File: config.mk
export PLATFORM = sky130hd
export DESIGN_NAME = frame_to_decimal_digit_display_top
export DESIGN_NICKNAME = d
export VERILOG_FILES = /design/src/design/fdd_pkg.sv /design/src/design/fdd_store.sv /design/src/design/frame_to_decimal_digit_display_top.sv
export SDC_FILE = /design/constraint.sdc
export NUM_CORES = 1
export LEC_CHECK = 0
export ABC_CLOCK_PERIOD_IN_PS = 7300
export BUFFER_PORTS_ARGS = -buffer_cell sky130_fd_sc_hd__buf_2
export CAP_MARGIN = 40
export CORE_ASPECT_RATIO = 0.7
export CORE_UTILIZATION = 55
export DETAILED_ROUTE_END_ITERATION = 10
export PLACE_DENSITY_LB_ADDON = 0.3
export SETUP_SLACK_MARGIN = 0.2
export SLEW_MARGIN = 40
export SYNTH_ARGS = -nofsm -noshare
export SYNTH_HDL_FRONTEND = slang
export SYNTH_HIERARCHICAL = 1
export SYNTH_SLANG_ARGS = --single-unit
File: constraint.sdc
create_clock -name i_clk -period 7.3 [get_ports i_clk]
set_input_delay 1.095 -clock i_clk [delete_from_list [all_inputs] [get_ports i_clk]]
set_output_delay 1.095 -clock i_clk [all_outputs]
set_load 0.02 [all_outputs]
File: src/design/fdd_pkg.sv
`timescale 1ns / 1ps
`default_nettype none

package fdd_pkg;

    localparam int DIGIT_COUNT = 4;
    localparam int DIGIT_W     = 4;
    localparam int CFG_IDX_W   = 4;

    localparam logic [CFG_IDX_W-1:0] REG_MATCH_ADDRESS = 4'd0;
    localparam logic [CFG_IDX_W-1:0] REG_DATA_MASK     = 4'd1;
    localparam logic [CFG_IDX_W-1:0] REG_DISPLAY_MODE  = 4'd2;
    localparam logic [CFG_IDX_W-1:0] REG_DIGIT_OFFSET  = 4'd3;

    localparam logic [1:0] MODE_FOUR   = 2'd0;
    localparam logic [1:0] MODE_SPLIT  = 2'd1;
    localparam logic [1:0] MODE_SINGLE = 2'd2;

    localparam logic [15:0] MASK_HIGH_BYTE = 16'hFF00;

    // Digit zero is the leftmost (thousands) digit.
    typedef logic [DIGIT_COUNT-1:0][DIGIT_W-1:0] t_digits;

    // Partial decimal split of one frame, handed to the digit store.
    typedef struct packed {
        logic [6:0] thou_q;   // masked word / 1000, 0..65
        logic [3:0] hund;     // hundreds digit of masked word
        logic [3:0] tens;     // tens digit of masked word
        logic [3:0] units;    // units digit of masked word
        logic [4:0] byte_tq;  // selected byte / 10, 0..25
        logic [3:0] byte_u;   // units digit of selected byte
    } t_conv;

    typedef struct packed {
        logic [1:0] mode;
        logic [1:0] offset;
    } t_disp_cfg;

    // x / 100 for any 16-bit x: divide by 4, then by 25 through a reciprocal.
    function automatic logic [9:0] div100(input logic [15:0] x);
        logic [27:0] p;
        p = 28'(x[15:2]) * 28'd5243;
        return p[26:17];
    endfunction

    // x / 10 for x below 1029.
    function automatic logic [6:0] div10(input logic [9:0] x);
        logic [21:0] p;
        p = 22'(x) * 22'd205;
        return p[17:11];
    endfunction

endpackage

`default_nettype wire

File: src/design/fdd_store.sv
`timescale 1ns / 1ps
`default_nettype none

module fdd_store (
    input  wire logic              i_clk,
    input  wire logic              i_rst_n,
    input  wire logic              i_load,
    input  wire fdd_pkg::t_conv    i_conv,
    input  wire fdd_pkg::t_disp_cfg i_cfg,
    output fdd_pkg::t_digits       o_digits
);

    fdd_pkg::t_digits r_digit;
    fdd_pkg::t_digits n_digit;

    logic [6:0] thou_div;
    logic [6:0] byte_div;
    logic [3:0] thou_digit;
    logic [3:0] byte_tens;
    logic [2:0] units_pos;

    always_comb begin
        thou_div   = fdd_pkg::div10(10'(i_conv.thou_q));
        byte_div   = fdd_pkg::div10(10'(i_conv.byte_tq));
        thou_digit = 4'(i_conv.thou_q - 7'(thou_div * 7'd10));
        // hundreds of the byte drop out here
        byte_tens  = 4'(7'(i_conv.byte_tq) - 7'(byte_div * 7'd10));
        units_pos  = {1'b0, i_cfg.offset} + 3'd1;
    end

    always_comb begin
        n_digit = r_digit;
        case (i_cfg.mode)
            fdd_pkg::MODE_FOUR: begin
                n_digit[0] = thou_digit;
                n_digit[1] = i_conv.hund;
                n_digit[2] = i_conv.tens;
                n_digit[3] = i_conv.units;
            end
            fdd_pkg::MODE_SPLIT: begin
                // units past the last digit fall off
                for (int i = 0; i < fdd_pkg::DIGIT_COUNT; i++) begin
                    if (2'(i) == i_cfg.offset) begin
                        n_digit[i] = byte_tens;
                    end else if (3'(i) == units_pos) begin
                        n_digit[i] = i_conv.byte_u;
                    end
                end
            end
            fdd_pkg::MODE_SINGLE: begin
                for (int i = 0; i < fdd_pkg::DIGIT_COUNT; i++) begin
                    if (2'(i) == i_cfg.offset) begin
                        n_digit[i] = i_conv.byte_u;
                    end
                end
            end
            default: begin
                n_digit = r_digit;
            end
        endcase
    end

    always_ff @(posedge i_clk) begin
        if (!i_rst_n) begin
            r_digit <= '0;
        end else if (i_load) begin
            r_digit <= n_digit;
        end
    end

    assign o_digits = r_digit;

endmodule

`default_nettype wire

File: src/design/frame_to_decimal_digit_display_top.sv
// Channel  | Handshake               | Payload
// ---------+-------------------------+-----------------------------------------
// frame in | i_valid / o_stall       | i_frame_address, i_data_word, i_byte_count
// digits   | o_valid / i_stall       | o_digit_zero .. o_digit_three
// config   | i_cfg_valid / o_cfg_ready | i_cfg_index, i_cfg_data
//
// While o_stall is low, one frame per cycle is taken; a matching frame shows its digits
// after it passes the input register, two conversion stages and the digit store.
// Frames that are short or carry another address are dropped after the input
// register and produce no request on the output.
// The digit store is the output register; reset clears it and returns the config to its defaults.
// i_stall holds the output; bubbles between stages still fill behind it.
`timescale 1ns / 1ps
`default_nettype none

module frame_to_decimal_digit_display_top (
    input  wire logic                            i_clk,
    input  wire logic                            i_rst_n,
    input  wire logic                            i_valid,
    output logic                                 o_stall,
    input  wire logic [15:0]                     i_frame_address,
    input  wire logic [15:0]                     i_data_word,
    input  wire logic [15:0]                     i_byte_count,
    output logic                                 o_valid,
    input  wire logic                            i_stall,
    output logic [3:0]                           o_digit_zero,
    output logic [3:0]                           o_digit_one,
    output logic [3:0]                           o_digit_two,
    output logic [3:0]                           o_digit_three,
    input  wire logic                            i_cfg_valid,
    output logic                                 o_cfg_ready,
    input  wire logic [fdd_pkg::CFG_IDX_W-1:0]   i_cfg_index,
    input  wire logic [15:0]                     i_cfg_data
);

    // configuration
    logic [15:0] r_match;
    logic [15:0] r_mask;
    logic [1:0]  r_mode;
    logic [1:0]  r_offset;

    // pipeline valids
    logic r_v1;
    logic r_v2;
    logic r_v3;
    logic r_vo;

    // stage 1: raw frame
    logic [15:0] r1_addr;
    logic [15:0] r1_word;
    logic [15:0] r1_count;

    // stage 2: word split by 100, selected byte
    logic [9:0]  r2_q;
    logic [6:0]  r2_r;
    logic [7:0]  r2_byte;

    // stage 3
    fdd_pkg::t_conv r3_conv;

    logic        accept;
    logic        hit1;
    logic        move1;
    logic        move2;
    logic        move3;
    logic        take_o;
    logic [15:0] masked;
    logic [9:0]  q100;
    logic [15:0] q100_x100;
    logic [6:0]  q_div;
    logic [6:0]  r_div;
    logic [6:0]  b_div;
    fdd_pkg::t_conv    conv3;
    fdd_pkg::t_disp_cfg disp_cfg;
    fdd_pkg::t_digits  digits;

    assign o_cfg_ready = 1'b1;

    always_ff @(posedge i_clk) begin
        if (!i_rst_n) begin
            r_match  <= '0;
            r_mask   <= 16'hFFFF;
            r_mode   <= fdd_pkg::MODE_FOUR;
            r_offset <= '0;
        end else if (i_cfg_valid && o_cfg_ready) begin
            case (i_cfg_index)
                fdd_pkg::REG_MATCH_ADDRESS: r_match  <= i_cfg_data;
                fdd_pkg::REG_DATA_MASK:     r_mask   <= i_cfg_data;
                fdd_pkg::REG_DISPLAY_MODE:  r_mode   <= i_cfg_data[1:0];
                fdd_pkg::REG_DIGIT_OFFSET:  r_offset <= i_cfg_data[1:0];
                default: begin
                    // drop writes to unknown registers
                end
            endcase
        end
    end

    // handshake: a stage moves on when the next one is empty or moving; stage 1 also moves when its frame is dropped
    always_comb begin
        take_o  = r_vo && !i_stall;
        move3   = r_v3 && (!r_vo || !i_stall);
        move2   = r_v2 && (!r_v3 || move3);
        hit1    = (|r1_count[15:1]) && (r1_addr == r_match);
        move1   = r_v1 && (!hit1 || !r_v2 || move2);
        o_stall = r_v1 && !move1;
        accept  = i_valid && !o_stall;
    end

    always_ff @(posedge i_clk) begin
        if (!i_rst_n) begin
            r_v1 <= 1'b0;
            r_v2 <= 1'b0;
            r_v3 <= 1'b0;
            r_vo <= 1'b0;
        end else begin
            if (accept) begin
                r_v1 <= 1'b1;
            end else if (move1) begin
                r_v1 <= 1'b0;
            end
            if (move1 && hit1) begin
                r_v2 <= 1'b1;
            end else if (move2) begin
                r_v2 <= 1'b0;
            end
            if (move2) begin
                r_v3 <= 1'b1;
            end else if (move3) begin
                r_v3 <= 1'b0;
            end
            if (move3) begin
                r_vo <= 1'b1;
            end else if (take_o) begin
                r_vo <= 1'b0;
            end
        end
    end

    always_ff @(posedge i_clk) begin
        if (accept) begin
            r1_addr  <= i_frame_address;
            r1_word  <= i_data_word;
            r1_count <= i_byte_count;
        end
    end

    always_comb begin
        masked    = r1_word & r_mask;
        q100      = fdd_pkg::div100(masked);
        q100_x100 = {q100, 6'b0} + {1'b0, q100, 5'b0} + {4'b0, q100, 2'b0};
    end

    always_ff @(posedge i_clk) begin
        if (move1 && hit1) begin
            r2_q <= q100;
            r2_r <= 7'(masked - q100_x100);
            if ((r_mask & fdd_pkg::MASK_HIGH_BYTE) != 16'd0) begin
                r2_byte <= masked[15:8];
            end else begin
                r2_byte <= masked[7:0];
            end
        end
    end

    always_comb begin
        q_div         = fdd_pkg::div10(r2_q);
        r_div         = fdd_pkg::div10(10'(r2_r));
        b_div         = fdd_pkg::div10(10'(r2_byte));
        conv3.thou_q  = q_div;
        conv3.hund    = 4'(r2_q - 10'(q_div) * 10'd10);
        conv3.tens    = 4'(r_div);
        conv3.units   = 4'(r2_r - 7'(r_div * 7'd10));
        conv3.byte_tq = 5'(b_div);
        conv3.byte_u  = 4'(r2_byte - 8'(b_div) * 8'd10);
    end

    always_ff @(posedge i_clk) begin
        if (move2) begin
            r3_conv <= conv3;
        end
    end

    assign disp_cfg.mode   = r_mode;
    assign disp_cfg.offset = r_offset;

    fdd_store u_store (
        .i_clk    (i_clk),
        .i_rst_n  (i_rst_n),
        .i_load   (move3),
        .i_conv   (r3_conv),
        .i_cfg    (disp_cfg),
        .o_digits (digits)
    );

    assign o_valid       = r_vo;
    assign o_digit_zero  = digits[0];
    assign o_digit_one   = digits[1];
    assign o_digit_two   = digits[2];
    assign o_digit_three = digits[3];

endmodule

`default_nettype wire

==> results.sh, run 1 <==
export IMPL_final_util_pct=61.5
export IMPL_viasPerCell=5.36
export IMPL_cp_common_cell="ha_1"
export IMPL_worstPathMaxFanout=10
export IMPL_setup_violations=0
export IMPL_total_power_mw=5.74
export IMPL_syn_num_nets=1818
export IMPL_drtIter0Drc=490
export IMPL_grt_use_total_pct=22.6
export IMPL_slew_viol_final=0
export IMPL_startpoint_type="register"
export IMPL_avgSynthCellArea_um2=10.6
export IMPL_syn_to_final_growth_pct=9.83
export IMPL_dpl_worst_slack_ps=625
export IMPL_cp_end_kind="register"
export IMPL_cts_root_buf="clkbuf_16"
export IMPL_synthArstFlopShare_pct=0
export IMPL_max_stage_delay_ps=540
export IMPL_antenna_found_initial=4
export IMPL_dr_pass1_iters=5
export IMPL_crit_arrival_ps=6870
export IMPL_ys_seq_elements=156
export IMPL_die_height_um=137
export IMPL_syn_area_um2=14400
export IMPL_rsz0062_at_grt="false"
export IMPL_synth_top_family_by_area="adder cells"
export IMPL_critical_path_class="register to register"
export IMPL_insertion_delay_ps=430
export IMPL_nets=1908
export IMPL_r2r_slack_ps=610
export IMPL_gp_congestion=0.907
export IMPL_hold_viol=0
export IMPL_cts_resized=0
export IMPL_hold_ws_ps=464
export IMPL_synth_compound_area_share_pct=7.26
export IMPL_synth_top_area_share_pct=25.5
export IMPL_tightest_slew_ps=706
export IMPL_cts_buffer_depth=2
export IMPL_synth_fa_ha_area_share_pct=39.8
export IMPL_drc_errors=0
export IMPL_hold_class="register to register"
export IMPL_cts_made_buffers=17
export IMPL_h_tree_depth=4
export IMPL_ys_warn_count=6
export IMPL_fmax_ghz=0.149
export IMPL_io_pins=92
export IMPL_vias=9577
export IMPL_grt_pass1_wl_um=46800
export IMPL_grt_max_degree=58
export IMPL_setup_tns_final_ps=0
export IMPL_fin_ws_ps=609
export IMPL_cts_tree="done"
export IMPL_postRouteAntennaNets=0
export IMPL_cp_slowest_cell="fa_1"
export IMPL_cts_setup_buffers=0
export IMPL_wl_per_cell_um=16.1
export IMPL_io_buffers=89
export IMPL_synth_edff_count=100
export IMPL_powerDensity_nw_per_um2=364
export IMPL_period_share_pct=91.7
export IMPL_cts_hold_buf=0
export IMPL_synth_area_leaders="ha_1 25%, edfxtp_1 21%, fa_1 14%, dfxtp_1 7.8%, inv_1 5.9%"
export IMPL_rows=49
export IMPL_seq_area_frac_synth_pct=28.7
export IMPL_ys_types=66
export IMPL_critPathRequiredTime_ps=7480
export IMPL_synth_area_leader_cell="ha_1"
export IMPL_detailed_place_hpwl_um=23900
export IMPL_netlist_instances=1351
export IMPL_grt_remaining_overflow=0
export IMPL_synth_flop_cell="edfxtp_1"
export IMPL_cts_clk_slew_worst_paths_ps=70
export IMPL_die_w_um=195
export IMPL_start_util_pct=56.0
export IMPL_synth_simple_area_share_pct=8.93
export IMPL_status="complete, no violations"
export IMPL_dieArea_um2=26800
export IMPL_drive_gt1_share_pct=10.7
export IMPL_slew_headroom_pct=52.5
export IMPL_finClkSkew_ps=13.3
export IMPL_power_leakage_nw=7.71
export IMPL_vdd_drop_max_mv=0.620
export IMPL_grt_pass1_vias=9328
export IMPL_core_area_um2=25600
export IMPL_route_final_wire_length_um=28800
export IMPL_synthXorXnorAreaFrac_pct=6.36
export IMPL_min_period_ps=6690
export IMPL_synth_area_mux_share_pct=2.26
export IMPL_cts_sinks=156
export IMPL_max_cap_violations=0
-- cell usage after synthesis, drive strengths merged (2+ instances only) --
master and count:
xnor3 4, a21oi 46, a31oi 4, and2 8, nor2 48, xor2 35, nor3 15, mux2i 29
fa 102, o21bai 10, o211ai 5, nand4 8, nand2 86, or3 2, a211oi 8, mux2 3
or4 2, a211o 2, nor4 6, o21a 13, a2111oi 2, a41o 2, or2 8, buf 4
and4 2, inv 229, clkbuf 20, a21o 9, a21boi 5, ha 292, a41oi 2, xnor2 58
dfxtp 56, o31ai 3, o21ai 35, edfxtp 100, nand3b 2, nor2b 34, nand3 33, a311oi 5
and3 3
-- layer usage --
layer	global-route usage, %	vias up	part of all wire (%)
met4	4.16	2	1.2
li1	-	4750	-
met1	33.4	4550	51
met2	33.9	245	42
met5	0	-	0.028
met3	5.30	30	6.0
-- power breakdown --
| group | internal, mW | leakage (nW) | switching [mW] | total [mW] |
|---|---|---|---|---|
| Sequential | 1.17 | 1.39 | 0.0107 | 1.18 |
| Combinational | 1.76 | 6.04 | 1.94 | 3.71 |
| Clock | 0.457 | 0.278 | 0.399 | 0.856 |
-- path summary, 6_finish.rpt --
| kind | endpoint | cells after the start | from |
|---|---|---|---|
| max reg2reg | r2_r[6]$_DFFE_PP_ | 28 | r_mask[11]$_SDFFE_PN1P_ |
| min | u_store/o_digits[0]$_SDFFE_PN0P_ | 2 | u_store/o_digits[0]$_SDFFE_PN0P_ |
| min reg2reg | u_store/o_digits[0]$_SDFFE_PN0P_ | 2 | u_store/o_digits[0]$_SDFFE_PN0P_ |
| max | r2_r[6]$_DFFE_PP_ | 28 | r_mask[11]$_SDFFE_PN1P_ |
-- critical path, delay by kind of cell (launching register included) --
family / cells / cell delay, ps
buf+inv: 4 / 230
compound gates: 6 / 1110
flops: 1 / 360
simple gates: 4 / 710
xor+xnor: 6 / 1140
fa+ha+maj: 8 / 2880
-- layout by cell type, fill, tap and decap left out, types with 13 or more instances in the layout --
master and n:
a21oi_1 42, buf_2 88, clkbuf_16 17, dfxtp_1 56, edfxtp_1 100, fa_1 102, ha_1 291, inv_1 227
mux2i_1 29, nand2_1 85, nand3_1 33, nor2_1 47, nor2b_1 32, nor3_1 14, o21a_1 13, o21ai_0 28
xnor2_1 58, xor2_1 34
-- area by class of cell --
cell class | count | area [µm²]
Fill cell | 2119 | 9860
Sequential cell | 156 | 4120
Inverter | 229 | 862
Clock inverter | 14 | 145
Timing Repair Buffer | 95 | 493
Antenna cell | 3 | 7.51
Tap cell | 331 | 414
Clock buffer | 18 | 429
Multi-Input combinational cell | 942 | 9290
-- kinds of logic after synthesis --
| kind of cell | count (synthesis) |
|---|---|
| AOI/OAI and AO/OA | 156 |
| muxes | 32 |
| adders and majority gates | 395 |
| and+or+nand+nor | 261 |
| other | 1 |
| buffers and inverters | 253 |
| DFF | 156 |
| xor gates and xnor gates | 97 |
-- flip-flops by register name (all words and copies together), names as in the netlist, 7 cells and up --
| register | flops |
|---|---|
| r3_conv | 28 |
| r1_addr | 16 |
| r1_word | 16 |
| r_mask | 16 |
| r_match | 16 |
| u_store/o_digits | 16 |
| r1_count | 15 |
| r2_q | 10 |
| r2_byte | 8 |
| r2_r | 7 |
-- through the flow --
stage                     cell area, µm²  instances
after floorplan                    14400       1351
after global placement             15200       1753
after detailed placement           15200       1753
after CTS                          15800       1785
after global routing               15800       1786
final                              15800       1788
No activity file was read; power rests on OpenSTA's default activity.
==> inputs of run 2 (changes only) <==
--- a/config.mk
+++ b/config.mk
@@ -8,8 +8,10 @@
 export ABC_CLOCK_PERIOD_IN_PS = 7300
 export BUFFER_PORTS_ARGS = -buffer_cell sky130_fd_sc_hd__buf_2
 export CAP_MARGIN = 40
+export CELL_PAD_IN_SITES_DETAIL_PLACEMENT = 1
+export CELL_PAD_IN_SITES_GLOBAL_PLACEMENT = 1
 export CORE_ASPECT_RATIO = 0.7
-export CORE_UTILIZATION = 55
+export CORE_UTILIZATION = 50
 export DETAILED_ROUTE_END_ITERATION = 10
 export PLACE_DENSITY_LB_ADDON = 0.3
 export SETUP_SLACK_MARGIN = 0.2
==> run 2 against run 1 <==
Against the previous run:
- global-route usage up 2.2 points
- clock skew fell by 2.1 ps
- register-to-register slack worse by 40 ps
- via count up 2.9%
- first-iteration DRC count decreased by 29%
- setup slack lost 38 ps
- core utilization is 4.9 points lower
- final cell count up 2.1%
- wire length increased by 19%
- total power rose by 3.2%
- critical path depth decreased by 4
- clock-buffer cell count is 1 lower
- critical path type unchanged
- largest cell class unchanged
==> results.sh, run 2 (same netlist as run 1, synthesis figures left out) <==
export IMPL_nets=1909
export IMPL_cts_buffer_depth=2
export IMPL_h_tree_depth=4
export IMPL_layout_commonest_cell="ha_1"
export IMPL_rsz0062_at_grt="false"
export IMPL_finClkSkew_ps=11.3
export IMPL_cp_end_kind="register"
export IMPL_crit_chain="nand2_1, inv_1, nand2_1, inv_1, ha_1, fa_1, fa_1, inv_1, fa_1, inv_1, ha_1, a21o_1, a21o_1, a41o_1, a21oi_1, xnor2_1, ha_1, xnor2_1, ha_1, o21a_1, nor2_1, xnor2_1, xnor3_1, xnor3_1"
export IMPL_core_area_um2=28000
export IMPL_io_buffers=89
export IMPL_critical_path_class="register to register"
export IMPL_route_final_wire_length_um=34300
export IMPL_grt_pass1_vias=10700
export IMPL_grt_pass1_wl_um=55700
export IMPL_tightest_slew_ps=706
export IMPL_postRouteAntennaNets=0
export IMPL_vias=9858
export IMPL_setup_violations=0
export IMPL_status="complete, no violations"
export IMPL_drtIter0Drc=349
export IMPL_drc_errors=0
export IMPL_antenna_found_initial=1
export IMPL_hold_path_startpoint="u_store/o_digits[0]$_SDFFE_PN0P_"
export IMPL_vdd_drop_max_mv=0.812
export IMPL_power_leakage_nw=7.72
export IMPL_cts_clk_slew_worst_paths_ps=70
export IMPL_period_share_pct=92.2
export IMPL_cts_tree="done"
export IMPL_gp_congestion=0.885
export IMPL_largest_reg_flops=28
export IMPL_insertion_delay_ps=450
export IMPL_critPathRequiredTime_ps=7480
export IMPL_start_util_pct=51.2
export IMPL_max_stage_delay_ps=600
export IMPL_diodes=0
export IMPL_cp_slowest_cell="fa_1"
export IMPL_slew_viol_final=0
export IMPL_fmax_ghz=0.149
export IMPL_die_height_um=144
export IMPL_detailed_place_hpwl_um=28100
export IMPL_dr_pass1_iters=4
export IMPL_crit_reg2reg_launch="r1_word[6]$_DFFE_PP_"
export IMPL_grt_max_degree=58
export IMPL_io_pins=92
export IMPL_cts_root_buf="clkbuf_16"
export IMPL_final_util_pct=56.6
export IMPL_slew_headroom_pct=52.9
export IMPL_die_w_um=204
export IMPL_startpoint_type="register"
export IMPL_hold_class="register to register"
export IMPL_min_period_ps=6730
export IMPL_setup_tns_final_ps=0
export IMPL_rows=51
export IMPL_viasPerCell=5.40
export IMPL_worstPathMaxFanout=9
export IMPL_crit_arrival_ps=6910
export IMPL_grt_remaining_overflow=0
export IMPL_final_cell_mix="291 x ha_1, 227 x inv_1, 102 x fa_1"
export IMPL_powerDensity_nw_per_um2=374
export IMPL_dieArea_um2=29400
export IMPL_drive_gt1_share_pct=11.0
export IMPL_max_cap_violations=0
export IMPL_wl_per_cell_um=18.8
export IMPL_hold_viol=0
export IMPL_cts_sinks=156
export IMPL_critPathLaunch="r1_word[6]$_DFFE_PP_"
export IMPL_grt_use_total_pct=24.8
export IMPL_syn_to_final_growth_pct=10.4
export IMPL_top_register="r3_conv"
export IMPL_cts_made_buffers=17
==> run 2: cell count changes in the layout (fill, tap and decap cells not counted), moves of 3 or more <==
cell      delta
inv_8        -5
diode_2      -3
nand2_2      +3
clkinv_8     +5
nand2_1      -3
==> run 2: timing repair <==
item	in CTS	in global routing
hold buffers	0	0
setup endpoints to repair	0	1
setup buffers	0	0
resized for setup	0	3
==> run 2: final timing paths <==
kind                                           end  slack (ps)  cells after the start
setup / recovery                 r2_r[6]$_DFFE_PP_         570                     24
hold / removal    u_store/o_digits[0]$_SDFFE_PN0P_         470                      2
setup reg to reg                 r2_r[6]$_DFFE_PP_         570                     24
hold reg to reg   u_store/o_digits[0]$_SDFFE_PN0P_         470                      2
==> run 2: cell type report <==
| class | count | area, µm² |
|---|---|---|
| fillers | 3053 | 12200 |
| multi-input cells | 942 | 9300 |
| flip-flops and latches | 156 | 4120 |
| inverters | 229 | 862 |
| repair buffers | 96 | 500 |
| well taps | 371 | 464 |
| clock buffers | 17 | 425 |
| clock inverters | 15 | 175 |
==> run 2: through the flow <==
| step | power [mW] | hold WS [ps] | area [µm²] | worst slack [ps] | std cells |
|---|---|---|---|---|---|
| after floorplan | 4.14 | 432 | 14400 | 1120 | 1351 |
| after global placement | 4.78 | 454 | 15200 | 627 | 1794 |
| after detailed placement | 4.99 | 465 | 15200 | 544 | 1794 |
| after CTS | 5.95 | 474 | 15800 | 525 | 1826 |
| after global routing | 6.37 | 499 | 15800 | 204 | 1826 |
| final | 5.93 | 474 | 15800 | 570 | 1826 |
==> run 2: routing by layer <==
metal  part of all wire [%]  track usage [%]
met5                  0.023                0
met4                    1.1             5.66
met3                    3.8             3.74
met2                     47             41.7
met1                     48             33.8
==> run 2: critical path, delay by kind of cell (launching register included) <==
family          cells  cell delay (ps)
xor+xnor            5              890
buf+inv             4              410
compound gates      5              960
fa+ha+maj           7             3050
simple gates        3              770
flops               1              370
==> run 2: power breakdown <==
part | internal, mW | total (mW) | switching [mW]
registers | 1.17 | 1.19 | 0.0123
clock network | 0.459 | 0.888 | 0.430
logic | 1.79 | 3.86 | 2.06
total | 3.43 | 5.93 | 2.50
==> inputs of run 3 (changes only) <==
--- a/config.mk
+++ b/config.mk
@@ -5,18 +5,18 @@
 export SDC_FILE = /design/constraint.sdc
 export NUM_CORES = 1
 export LEC_CHECK = 0
+export ABC_AREA = 1
 export ABC_CLOCK_PERIOD_IN_PS = 7300
 export BUFFER_PORTS_ARGS = -buffer_cell sky130_fd_sc_hd__buf_2
 export CAP_MARGIN = 40
 export CELL_PAD_IN_SITES_DETAIL_PLACEMENT = 1
 export CELL_PAD_IN_SITES_GLOBAL_PLACEMENT = 1
 export CORE_ASPECT_RATIO = 0.7
-export CORE_UTILIZATION = 50
+export CORE_UTILIZATION = 49
 export DETAILED_ROUTE_END_ITERATION = 10
 export PLACE_DENSITY_LB_ADDON = 0.3
 export SETUP_SLACK_MARGIN = 0.2
 export SLEW_MARGIN = 40
 export SYNTH_ARGS = -nofsm -noshare
 export SYNTH_HDL_FRONTEND = slang
-export SYNTH_HIERARCHICAL = 1
 export SYNTH_SLANG_ARGS = --single-unit
==> run 3 against run 2 <==
Against the previous run:
- critical path type unchanged
- highest routed layer unchanged
- total power increased by 4.2%
- critical endpoint unchanged
- sequential cell count unchanged
- register-to-register slack improved by 60 ps
==> results.sh, run 3 <==
export IMPL_startpoint_type="register"
export IMPL_critPathRequiredTime_ps=7510
export IMPL_path_buf_inv=8
export IMPL_dr_pass1_iters=5
export IMPL_cp_slowest_cell="fa_1"
export IMPL_grt_remaining_overflow=0
export IMPL_instances_no_fill=2066
export IMPL_h_tree_depth=4
export IMPL_avgSynthCellArea_um2=9.27
export IMPL_viasPerCell=5.38
export IMPL_insertion_delay_ps=450
export IMPL_cts_made_buffers=17
export IMPL_detailed_place_hpwl_um=31400
export IMPL_switching_power_mw=3.02
export IMPL_grt_pass1_vias=12300
export IMPL_drtIter0Drc=537
export IMPL_whs_path_depth=2
export IMPL_min_period_ps=6670
export IMPL_synth_common_cells="310 x inv_1, 287 x ha_1, 243 x nand2_1"
export IMPL_p_int_mw=3.16
export IMPL_hold_ws_ps=474
export IMPL_hold_path_startpoint="u_store.o_digits[15]$_SDFFE_PN0P_"
export IMPL_critPathLaunch="r1_word[12]$_DFFE_PP_"
export IMPL_hold_class="register to register"
export IMPL_fin_ws_ps=626
export IMPL_cp_end_kind="register"
export IMPL_synth_area_leaders="ha_1 25%, edfxtp_1 21%, fa_1 14%, inv_1 7.9%, dfxtp_1 7.7%"
export IMPL_yosysMostFrequentCell="inv_1"
export IMPL_drc_errors=0
export IMPL_pwr_share_clk_pct=14.9
export IMPL_dp_cells=2033
export IMPL_cts_resized=0
export IMPL_die_height_um=147
export IMPL_grt_pass1_wl_um=62600
export IMPL_synth_fa_ha_area_share_pct=38.5
export IMPL_synth_area_mux_share_pct=0
export IMPL_total_power_mw=6.18
export IMPL_grt_max_degree=48
export IMPL_syn_to_final_growth_pct=10.3
export IMPL_powerDensity_nw_per_um2=383
export IMPL_max_stage_delay_ps=560
export IMPL_synth_top_family_by_area="adder cells"
export IMPL_dpl_worst_slack_ps=628
export IMPL_synth_edff_count=100
export IMPL_netlist_instances=1579
export IMPL_synth_simple_area_share_pct=12.5
export IMPL_fmax_ghz=0.150
export IMPL_pwr_share_comb_pct=66.5
export IMPL_vdd_drop_max_mv=0.488
export IMPL_wl_per_cell_um=18.4
export IMPL_antenna_found_initial=2
export IMPL_dieArea_um2=30600
export IMPL_synth_area_leader_cell="ha_1"
export IMPL_setup_tns_final_ps=0
export IMPL_cts_sinks=156
export IMPL_synthXorXnorAreaFrac_pct=4.36
export IMPL_seq_power_share_pct=18.6
export IMPL_cts_root_buf="clkbuf_16"
export IMPL_worstPathMaxFanout=5
export IMPL_finClkSkew_ps=13.3
export IMPL_synth_top_area_share_pct=24.5
export IMPL_swShare_pct=48.9
export IMPL_syn_area_um2=14600
export IMPL_vias=11100
export IMPL_placed_area_um2=15500
export IMPL_syn_num_nets=2041
export IMPL_period_share_pct=91.4
export IMPL_tightest_slew_ps=832
export IMPL_final_util_pct=55.4
export IMPL_final_cell_mix="309 x inv_1, 287 x ha_1, 242 x nand2_1"
export IMPL_hold_viol=0
export IMPL_nets=2136
export IMPL_setup_violations=0
export IMPL_design_area_um2=16100
export IMPL_rows=52
export IMPL_largest_reg_flops=28
export IMPL_ys_seq_elements=156
export IMPL_cts_tree="done"
export IMPL_rsz0062_at_grt="false"
export IMPL_drive_gt1_share_pct=10.1
export IMPL_cts_buffer_depth=2
export IMPL_seq_area_frac_synth_pct=28.2
export IMPL_core_area_um2=29100
export IMPL_ys_types=51
export IMPL_io_buffers=89
export IMPL_slew_headroom_pct=44.6
export IMPL_cts_hold_buf=0
export IMPL_cts_setup_buffers=0
export IMPL_top_register="r3_conv"
export IMPL_cts_clk_slew_worst_paths_ps=80
export IMPL_synth_compound_area_share_pct=7.87
export IMPL_max_cap_violations=0
export IMPL_cp_common_cell="inv_1"
export IMPL_grt_use_total_pct=26.1
export IMPL_synthArstFlopShare_pct=0
export IMPL_gp_congestion=0.885
export IMPL_ys_warn_count=0
export IMPL_cp_depth=30
export IMPL_crit_reg2reg_launch="r1_word[12]$_DFFE_PP_"
export IMPL_start_util_pct=50.2
export IMPL_status="complete, no violations"
export IMPL_layout_commonest_cell="inv_1"
export IMPL_critical_path_class="register to register"
export IMPL_route_final_wire_length_um=38000
export IMPL_slew_viol_final=0
export IMPL_power_leakage_nw=8.31
export IMPL_io_pins=92
export IMPL_synth_flop_cell="edfxtp_1"
export IMPL_postRouteAntennaNets=0
export IMPL_r2r_cells=30
export IMPL_crit_family="adder cells"
export IMPL_crit_arrival_ps=6880
export IMPL_die_w_um=209
-- run 3: area by class of cell --
type	count	area (µm²)
Sequential cell	156	4120
Timing Repair Buffer	94	483
Multi-Input combinational cell	1089	9270
Clock inverter	15	179
Inverter	316	1190
Antenna cell	1	2.50
Fill cell	3393	13000
Tap cell	378	473
Clock buffer	17	425
-- run 3: cells by family (layout without fill, tap and decap cells) --
logic type,Yosys count,after routing
flip-flops,156,156
XOR/XNOR,72,72
other,1,2
AND/OR/NAND/NOR,421,421
adder cells (fa/ha/maj),389,389
AO/OA/AOI/OAI,206,206
buffers and inverters,334,442
-- run 3: path summary, 6_finish.rpt --
path | endpoint | slack (ps)
min reg2reg | u_store.o_digits[15]$_SDFFE_PN0P_ | 470
max reg2reg | r2_r[6]$_DFFE_PP_ | 630
max | r2_r[6]$_DFFE_PP_ | 630
min | u_store.o_digits[15]$_SDFFE_PN0P_ | 470
-- run 3: power groups by stage --
stage / Combinational [mW] / Sequential, mW / Clock, mW
floorplan: 3.10 / 1.16 / 0
global placement: 3.92 / 1.16 / 0
detailed placement: 4.15 / 1.17 / 0
CTS: 4.18 / 1.15 / 0.927
global route: 4.70 / 1.15 / 0.952
finish: 4.11 / 1.15 / 0.922
-- run 3: per-layer routing --
layer / track usage (%) / routed length [µm]
met5: 0 / 11
met4: 5.88 / 472
met3: 3.98 / 1670
met2: 45.1 / 18300
met1: 34.6 / 17500
-- run 3: worst min-delay path, stage by stage (launching register included) --
cell	delay (ps)
dfxtp_1	310
nand2_1	60
a21oi_1	60
